<file path="config.mk">
export PLATFORM = sky130hd
export DESIGN_NAME = aavr_fifo
export DESIGN_NICKNAME = d
export VERILOG_FILES = /design/src/rtl/aavr_pkg.sv /design/src/rtl/aavr_fifo.sv
export SDC_FILE = /design/constraint.sdc
export NUM_CORES = 1
export LEC_CHECK = 0
export BUFFER_PORTS_ARGS = -buffer_cell sky130_fd_sc_hd__buf_2
export CAP_MARGIN = 20
export CORE_MARGIN = 4
export CORE_UTILIZATION = 50
export CTS_CLUSTER_DIAMETER = 30
export CTS_CLUSTER_SIZE = 12
export DETAILED_ROUTE_END_ITERATION = 16
export HOLD_SLACK_MARGIN = 0.02
export PLACE_DENSITY = 0.74
export SKIP_CTS_REPAIR_TIMING = 1
export SYNTH_ARGS = -nofsm -noshare
export SYNTH_HDL_FRONTEND = slang
export SYNTH_SLANG_ARGS = --single-unit
</file>
<file path="constraint.sdc">
create_clock -name aclk -period 12.6 [get_ports aclk]
set_input_delay 2.52 -clock aclk [delete_from_list [all_inputs] [get_ports aclk]]
set_output_delay 2.52 -clock aclk [all_outputs]
set_load 0.05 [all_outputs]
</file>
<file path="src/rtl/aavr_pkg.sv">
// shared constants, types and rounding helper for the axis-angle rotation core
// no dependencies
package aavr_pkg;

    localparam int CORDIC_STEPS = 16;
    localparam int TAB_LEN      = 24;
    localparam int NSTEPS       = (CORDIC_STEPS < TAB_LEN) ? CORDIC_STEPS : TAB_LEN;
    localparam int SQRT_STEPS   = 32;
    localparam int DIV_STEPS    = 31;
    localparam int BK_STAGES    = 1 + SQRT_STEPS + DIV_STEPS;
    localparam int MATH_STAGES  = 7;
    localparam int FIFO_DEPTH   = 4;
    localparam int FIFO_AW      = 2;
    localparam logic [33:0] GAIN_Q30 = 34'd652032874;

    localparam logic [31:0] ATAN_TURNS [TAB_LEN] = '{
        32'h20000000, 32'h12E4051E, 32'h09FB385B, 32'h051111D4, 32'h028B0D43, 32'h0145D7E1,
        32'h00A2F61E, 32'h00517C55, 32'h0028BE53, 32'h00145F2F, 32'h000A2F98, 32'h000517CC,
        32'h00028BE6, 32'h000145F3, 32'h0000A2FA, 32'h0000517D, 32'h000028BE, 32'h0000145F,
        32'h00000A30, 32'h00000518, 32'h0000028C, 32'h00000146, 32'h000000A3, 32'h00000051
    };

    // classified item handed from front to back
    typedef struct packed {
        logic [2:0][31:0] v;
        logic [2:0][31:0] m;
        logic [2:0][63:0] sq;
        logic [2:0]       neg;
        logic             zero;
        logic             flip;
        logic [32:0]      z;
    } fr_t;

    // queue head as seen by the back end
    typedef struct packed {
        logic valid;
        fr_t  item;
    } fq_t;

    // round half up at bit 30, floor shift
    function automatic logic signed [79:0] rnd30(input logic signed [79:0] p);
        logic signed [79:0] t;
        t = p + 80'sd536870912;
        return t >>> 30;
    endfunction

endpackage

</file>
<file path="src/rtl/aavr_fifo.sv">
// four-entry queue between front and back of the rotation core
// depends on aavr_pkg
module aavr_fifo (
    input  logic            aclk,
    input  logic            aresetn,
    input  logic            push,
    input  aavr_pkg::fr_t   push_item,
    output logic            full,
    input  logic            pop,
    output aavr_pkg::fq_t   head
);
    aavr_pkg::fr_t mem [aavr_pkg::FIFO_DEPTH];
    logic [aavr_pkg::FIFO_AW-1:0] wr_ptr_reg, rd_ptr_reg;
    logic [aavr_pkg::FIFO_AW:0]   count_reg;
    logic do_push, do_pop;

    assign full       = (count_reg == (aavr_pkg::FIFO_AW+1)'(aavr_pkg::FIFO_DEPTH));
    assign head.valid = (count_reg != '0);
    assign head.item  = mem[rd_ptr_reg];
    assign do_push    = push && !full;
    assign do_pop     = pop && head.valid;

    always_ff @(posedge aclk) begin
        if (do_push) begin
            mem[wr_ptr_reg] <= push_item;
        end
    end

    always_ff @(posedge aclk) begin
        if (!aresetn) begin
            wr_ptr_reg <= '0;
            rd_ptr_reg <= '0;
            count_reg  <= '0;
        end else begin
            if (do_push) wr_ptr_reg <= wr_ptr_reg + 1'b1;
            if (do_pop)  rd_ptr_reg <= rd_ptr_reg + 1'b1;
            if (do_push && !do_pop) count_reg <= count_reg + 1'b1;
            else if (do_pop && !do_push) count_reg <= count_reg - 1'b1;
        end
    end
endmodule

</file>
==> Implementation_results.wiki, run 1 <==
{| class="wikitable"
! Metric !! Value
|-
| Final setup violation count || 0
|-
| Clk pwr share || 0.385
|-
| Hold Path Depth || 2
|-
| Wire length per cell || 27.54 um
|-
| Synth warnings || 0
|-
| Placeable core region || 0.1219 mm^2
|-
| Fraction of layout cells with a size suffix above 1 || 0.4931
|-
| TritonCTS clock tree || done
|-
| Top-Level Pins || 850
|-
| Synthesized-area fraction occupied by ao, oa, aoi and oai cells || 0.0004687
|-
| Global-route congestion overflow total || 0
|-
| Largest family of logic cells by synthesized area || multiplexers
|-
| Post-synthesis xor/xnor area fraction || 0.0005706
|-
| Via count of the routed design || 29350
|-
| Hold path start || wr_ptr_reg[0]
|-
| Number of remaining DRC errors || 0
|-
| Share of the synthesized area in the top cell type || 0.8256
|-
| Row cnt || 128
|-
| Worst slew margin || 0.1859
|-
| Buffers on Ports || 849
|-
| Worst Skew || 0.07990 ns
|-
| Post-synthesis cell type count || 21
|-
| Most frequent cell on the critical path || sky130_fd_sc_hd__buf_12
|-
| Share of power burned in registers || 0.347
|-
| Clock period minus final worst setup slack || 6.687 ns
|-
| Peak Freq || 0.1496 GHz
|-
| Number of maximum-capacitance constraint violations || 0
|-
| Leading register cell type out of synthesis || sky130_fd_sc_hd__edfxtp_1
|-
| Number of global-route vias before repair || 31760
|-
| Post-synthesis sequential area ratio || 0.8285
|-
| Launch instance of the worst register-to-register path || count_reg[0]
|-
| Unrepaired setup endpoints after global routing || false
|-
| Multiplexer share of the synthesized area || 0.1553
|-
| Count of final max-slew check failures || 0
|-
| Buffer depth of the longest clock path || 4
|-
| Die extent in x || 358.4 um
|-
| Final Power || 20.36 mW
|-
| Number of buffers created by CTS || 309
|-
| Most area-consuming cells after synthesis || sky130_fd_sc_hd__edfxtp_1 83%, sky130_fd_sc_hd__mux4_2 15%, sky130_fd_sc_hd__buf_6 0.79%
|-
| Gate Count Post-Synth || 2252
|-
| Total net switching power || 6.785 mW
|-
| Critical Path Slowest Stage Cell || sky130_fd_sc_hd__dfxtp_4
|-
| Reported leakage power || 26.16 nW
|-
| Pin count of the biggest net entering global routing || 150
|-
| Run status || completed
|-
| Maximum net fanout on the critical path || 100
|-
| Biggest area consumer among synthesized cells || sky130_fd_sc_hd__edfxtp_1
|-
| Fraction of the mapped netlist area in adder cells || 0.001345
|-
| H-tree depth reported by CTS || 5
|-
| CTS clock-pin slew for the worst setup and hold paths || 0.05 ns
|-
| Path type of the worst setup path || reg2out
|-
| Antenna viol nets, final || 0
|-
| Max VDD drop || 241.8 uV
|-
| Worst min-delay path category || reg2reg
|-
| Area delta synth->final || 25.99%
|-
| Fin. Hold Viols || 0
|-
| Wire length of the first global-routing pass || 209.7 mm
|-
| Power density over the cells || 263.2 mW/mm^2
|-
| Nets@finish || 3774
|-
| Endpoint of the lowest-slack register-to-register path || mem[3][220]
|-
| Net Count, Synth || 2684
|-
| Internal power of the cells || 13.57 mW
|-
| Initial DRT Pass Iterations || 6
|-
| Number of antenna violations at the first check in global routing || 75
|-
| Root buf cell || sky130_fd_sc_hd__clkbuf_16
|-
| Total length of routed wires || 144.9 mm
|-
| CP required || 10.08 ns
|-
| Worst R2R Path Depth || 5
|-
| Kind of start point of the critical path || flip-flop
|-
| Fraction of power spent switching nets || 0.3333
|-
| Total global routing track utilization || 0.2241
|-
| Gpl congestion || 0.7427
|-
| Portion of total power attributed to combinational logic || 0.269
|-
| DP HPWL || 80.94 mm
|-
| Worst EP arrival || 4.17 ns
|-
| Async set-reset flop share out of synthesis || 0
|-
| Worst Max-Slew Pin Slew || 1.221 ns
|-
| List of cells traversed by the critical path || buf_12 -> buf_12 -> mux4_2 -> buf_2
|-
| Synth top cells by count || 1688 x sky130_fd_sc_hd__edfxtp_1, 422 x sky130_fd_sc_hd__mux4_2, 44 x sky130_fd_sc_hd__buf_2, 43 x sky130_fd_sc_hd__buf_6
|-
| Final worst-path cycle share || 0.5307
|-
| Number of filler instances in the final layout || 7642
|-
| Flip-flop count of the largest register after layout || 1688
|-
| Post-synthesis instance area || 0.06140 mm^2
|-
| Synth Area in Simple Gates || 0.001590
|-
| Library cell with the highest instance count after synthesis || sky130_fd_sc_hd__edfxtp_1
|-
| Crit end category || primary output
|-
| Vert. Die Dim || 358.4 um
|-
| WHS Endpoint || wr_ptr_reg[0]
|-
| WHS || 0.5170 ns
|-
| R2r setup slk || 8.52 ns
|-
| Vias per std cell || 5.580
|-
| Number of flops mapped to enable cells by yosys || 1688
|-
| Initial detailed-routing violation count || 2705
|-
| Initial cell density of the core || 0.5038
|-
| Mean area per synthesized cell || 27.26 um^2
|-
| Worst-skew pair later-pin latency || 0.90 ns
|-
| CP max stage delay || 0.84 ns
|-
| Full die area || 0.1285 mm^2
|-
| Sinks on the clock net || 1697
|-
| Post-synthesis sequential element count || 1697
|}
## power by group through the flow
stage / clock network, mW / logic [mW] / registers, mW
after global placement: 0 / 5.46 / 7.10
after floorplan: 0 / 4.28 / 7.24
after global routing: 8.27 / 5.69 / 7.10
after CTS: 7.96 / 5.54 / 7.07
after detailed placement: 0 / 5.48 / 7.14
final: 7.83 / 5.47 / 7.06
## critical path: cells and delay by family, from the launching register on
kind                   cells  cell delay, ns
multiplexers               1            0.63
flip-flops                 1            0.84
buffers and inverters      3            1.54
## cells by family after synthesis
group	count (synthesis)
flip-flops	1697
XOR/XNOR	4
multiplexers	425
AO/OA/AOI/OAI	4
AND/OR/NAND/NOR	17
buffers and inverters	99
adder cells (fa/ha/maj)	6
## layer usage
layer,GRT usage,vias up,part of all wire
li1,-,12230,-
met2,0.3663,1511,0.52
met5,0,-,0.0013
met3,0.08092,386,0.098
met4,0.1262,28,0.049
met1,0.2580,15200,0.33
## worst max path at each step
stage / end / slack [ns] / cells past startpoint
CTS: head[340] / 5.73 / 4
global placement: mem[1][18] / 6.52 / 5
floorplan: mem[0][0] / -0.69 / 3
global route: head[176] / 5.52 / 4
finish: head[186] / 5.91 / 4
detailed placement: mem[1][18] / 6.51 / 5
## cell usage in the layout (no fill, tap or decap), types with 3 or more instances in the layout
| cell | synthesis | final |
|---|---|---|
| sky130_fd_sc_hd__clkbuf_1 | 9 | 37 |
| sky130_fd_sc_hd__diode_2 | 0 | 73 |
| sky130_fd_sc_hd__mux2i_1 | 3 | 3 |
| sky130_fd_sc_hd__clkinv_2 | 0 | 39 |
| sky130_fd_sc_hd__inv_6 | 0 | 17 |
| sky130_fd_sc_hd__and2_1 | 8 | 4 |
| sky130_fd_sc_hd__dfxtp_1 | 9 | 7 |
| sky130_fd_sc_hd__buf_4 | 0 | 12 |
| sky130_fd_sc_hd__clkinvlp_4 | 0 | 31 |
| sky130_fd_sc_hd__clkinv_1 | 0 | 41 |
| sky130_fd_sc_hd__clkbuf_16 | 0 | 312 |
| sky130_fd_sc_hd__mux4_2 | 422 | 422 |
| sky130_fd_sc_hd__ha_1 | 5 | 5 |
| sky130_fd_sc_hd__buf_12 | 0 | 14 |
| sky130_fd_sc_hd__inv_8 | 0 | 3 |
| sky130_fd_sc_hd__edfxtp_1 | 1688 | 1688 |
| sky130_fd_sc_hd__xnor2_1 | 3 | 3 |
| sky130_fd_sc_hd__nand2_1 | 4 | 4 |
| sky130_fd_sc_hd__inv_1 | 3 | 3 |
| sky130_fd_sc_hd__buf_2 | 44 | 849 |
| sky130_fd_sc_hd__clkinv_4 | 0 | 19 |
| sky130_fd_sc_hd__bufinv_16 | 0 | 31 |
| sky130_fd_sc_hd__and2_4 | 0 | 4 |
## cell type report
cell class                 count  area (um^2)  area share
sequential                  1697        50880      0.6577
multi-input combinational    456         9788      0.1265
clock buffer                 349         7946      0.1027
timing repair buffer         875         4619     0.05972
tap                         1625         2033     0.02628
clock inverter               183         1898     0.02454
antenna                       73        182.7    0.002362
inverter                       3        11.26   0.0001456
## per-stage QoR
step / utilization / cell area, um^2 / std cells / setup WS [ns] / TNS [ns]
6_report: 0.6347 / 77360 / 5261 / 5.913 / 0
5_1_grt: 0.6341 / 77290 / 5233 / 5.519 / 0
4_1_cts: 0.6332 / 77170 / 5188 / 5.730 / 0
3_5_place_dp: 0.5524 / 67330 / 4656 / 6.514 / 0
3_3_place_gp: 0.5524 / 67330 / 4656 / 6.524 / 0
2_1_floorplan: - / 61400 / 2252 / -0.6874 / -290.10
No activity file was read; power rests on OpenSTA's default activity.
==> inputs of run 2 (changes only) <==
--- a/config.mk
+++ b/config.mk
@@ -13,7 +13,7 @@
 export CTS_CLUSTER_SIZE = 12
 export DETAILED_ROUTE_END_ITERATION = 16
 export HOLD_SLACK_MARGIN = 0.02
-export PLACE_DENSITY = 0.74
+export PLACE_DENSITY = 0.71
 export SKIP_CTS_REPAIR_TIMING = 1
 export SYNTH_ARGS = -nofsm -noshare
 export SYNTH_HDL_FRONTEND = slang
==> constraint.sdc (replaced) <==
create_clock -name aclk -period 6.4 [get_ports aclk]
set_input_delay 1.28 -clock aclk [delete_from_list [all_inputs] [get_ports aclk]]
set_output_delay 1.28 -clock aclk [all_outputs]
set_load 0.05 [all_outputs]
==> Implementation_results.wiki, run 2 (synthesis gave the netlist of run 1 again) <==
{| class="wikitable"
! Metric !! Value
|-
| Run status || completed
|-
| Crit end category || primary output
|-
| Vert. Die Dim || 358.4 um (unchanged)
|-
| Flip-flop count of the largest register after layout || 1688 (unchanged)
|-
| Root buf cell || sky130_fd_sc_hd__clkbuf_16
|-
| Max VDD drop || 460.3 uV (+90%)
|-
| Unrepaired setup endpoints after global routing || false
|-
| Worst Max-Slew Pin Slew || 1.007 ns (-0.2144 ns)
|-
| TritonCTS clock tree || done
|-
| Nets@finish || 3823 (+1.3%)
|-
| Worst min-delay path category || reg2reg
|-
| Wire length of the first global-routing pass || 214.8 mm (+2.4%)
|-
| Worst Skew || 0.06569 ns (-0.01421 ns)
|-
| Top-Level Pins || 850 (unchanged)
|-
| Area delta synth->final || 27.22%
|-
| Number of remaining DRC errors || 0 (unchanged)
|-
| Clock period minus final worst setup slack || 4.677 ns
|-
| Number of maximum-capacitance constraint violations || 0 (unchanged)
|-
| Row cnt || 128 (unchanged)
|-
| Worst-skew pair later-pin latency || 0.90 ns (about the same)
|-
| Reported leakage power || 26.57 nW (+1.6%)
|-
| CTS clock-pin slew for the worst setup and hold paths || 0.05 ns (about the same)
|-
| Final worst-path cycle share || 0.7308
|-
| Total length of routed wires || 149.7 mm (+3.3%)
|-
| WHS || 0.5191 ns (+0.002030 ns)
|-
| Die extent in x || 358.4 um (unchanged)
|-
| Finished Core Util || 0.6409 (+0.006181)
|-
| Buffers on Ports || 849 (unchanged)
|-
| Commonest non-fill, non-tap cell in the layout || sky130_fd_sc_hd__edfxtp_1
|-
| Most used cells in the layout excluding fill and tap cells || 1688 x sky130_fd_sc_hd__edfxtp_1, 849 x sky130_fd_sc_hd__buf_2, 422 x sky130_fd_sc_hd__mux4_2, 322 x sky130_fd_sc_hd__clkbuf_16
|-
| Pin count of the biggest net entering global routing || 118 (-21%)
|-
| Via count of the routed design || 29770 (+1.4%)
|-
| Global-route congestion overflow total || 0 (unchanged)
|-
| Path type of the worst setup path || reg2out
|-
| CP required || 5.12 ns (-4.96 ns)
|-
| Wire length per cell || 28.12 um (+2.1%)
|-
| Kind of start point of the critical path || flip-flop
|-
| Power density over the cells || 519.8 mW/mm^2 (+97%)
|-
| Sinks on the clock net || 1697 (unchanged)
|-
| Final setup violation count || 0 (unchanged)
|-
| Worst EP arrival || 3.40 ns (-0.77 ns)
|-
| Met3 routed WL || 14.91 mm (+5.5%)
|-
| Number of global-route vias before repair || 32210 (+1.4%)
|-
| Routed metal-1 wirelength || 49.33 mm (+1.9%)
|-
| Vias per std cell || 5.590 (+0.18%)
|-
| Number of antenna violations at the first check in global routing || 91 (+21%)
|-
| Number of filler instances in the final layout || 7671 (+0.38%)
|-
| Initial cell density of the core || 0.5038 (unchanged)
|-
| Full die area || 0.1285 mm^2 (unchanged)
|-
| Placeable core region || 0.1219 mm^2 (unchanged)
|-
| Initial DRT Pass Iterations || 5 (-1)
|-
| Top layer in use || met5
|-
| Design area || 0.07811 mm^2 (+0.97%)
|-
| Number of buffers created by CTS || 318 (+2.9%)
|-
| Fraction of layout cells with a size suffix above 1 || 0.5065 (+0.01336)
|-
| Worst slew margin || 0.3288 (+0.1429)
|-
| H-tree depth reported by CTS || 5 (unchanged)
|-
| CP max stage delay || 0.98 ns (+0.14 ns)
|-
| Critical Path Slowest Stage Cell || sky130_fd_sc_hd__dfxtp_4
|-
| Fin. Hold Viols || 0 (unchanged)
|-
| Buffer depth of the longest clock path || 4 (unchanged)
|-
| DP HPWL || 89.44 mm (+11%)
|-
| Peak Freq || 0.2138 GHz
|-
| Total global routing track utilization || 0.2315 (+0.007387)
|-
| Antenna viol nets, final || 0 (unchanged)
|-
| Count of final max-slew check failures || 0 (unchanged)
|-
| Maximum net fanout on the critical path || 74 (-26%)
|-
| Cell Area, Placed || 0.06770 mm^2 (+0.56%)
|-
| Gpl congestion || 0.8434 (+14%)
|-
| Total length of routed met2 wires || 77.64 mm (+3.5%)
|-
| Initial detailed-routing violation count || 2790 (+3.1%)
|-
| List of cells traversed by the critical path || buf_12 -> mux4_2 -> buf_2
|}
## run 2: critical path, delay by kind of cell, from the launching register on
kind | cells | cell delay (ns)
buffers and inverters | 2 | 0.77
DFF | 1 | 0.98
muxes | 1 | 0.65
## run 2: final cells by class
type | instances | area [um^2] | area share
multi-input cells | 456 | 9788 | 0.1253
repair buffers | 915 | 4995 | 0.06395
well taps | 1625 | 2033 | 0.02603
flip-flops and latches | 1697 | 50880 | 0.6514
inverters | 3 | 11.26 | 0.0001442
diodes | 75 | 187.7 | 0.002403
clock inverters | 208 | 2069 | 0.02649
clock buffers | 346 | 8148 | 0.1043
## run 2: metrics by stage
stage                     power, mW  worst slack [ns]  cells   TNS, ns
after global routing          41.97             1.464   5296         0
final                         40.60             1.723   5325         0
after CTS                     41.00             1.563   5250         0
after global placement        24.85             2.544   4696         0
after floorplan               22.55           -0.8869   2252  -1497.09
after detailed placement      25.03             2.529   4696         0
## run 2: routing by layer
layer  GRT usage  up-vias
met4      0.1295       48
met1      0.2602    15480
met3     0.08660      403
li1            -    12330
met5           0        -
met2      0.3831     1507
## run 2: path summary, 6_finish.rpt
| check | from | to | slack [ns] | cells past startpoint |
|---|---|---|---|---|
| setup / recovery | flip-flop | head[388] | 1.72 | 3 |
| hold / removal | wr_ptr_reg[1] | wr_ptr_reg[1] | 0.52 | 2 |
| setup reg to reg | count_reg[1] | mem[2][44] | 3.36 | 4 |
| hold reg to reg | wr_ptr_reg[1] | wr_ptr_reg[1] | 0.52 | 2 |
## run 2: power breakdown
group          leakage (nW)  internal (mW)  switching (mW)
clock network          4.92           10.4            5.39
registers              15.5           13.5           0.393
logic                  6.11           3.13            7.77
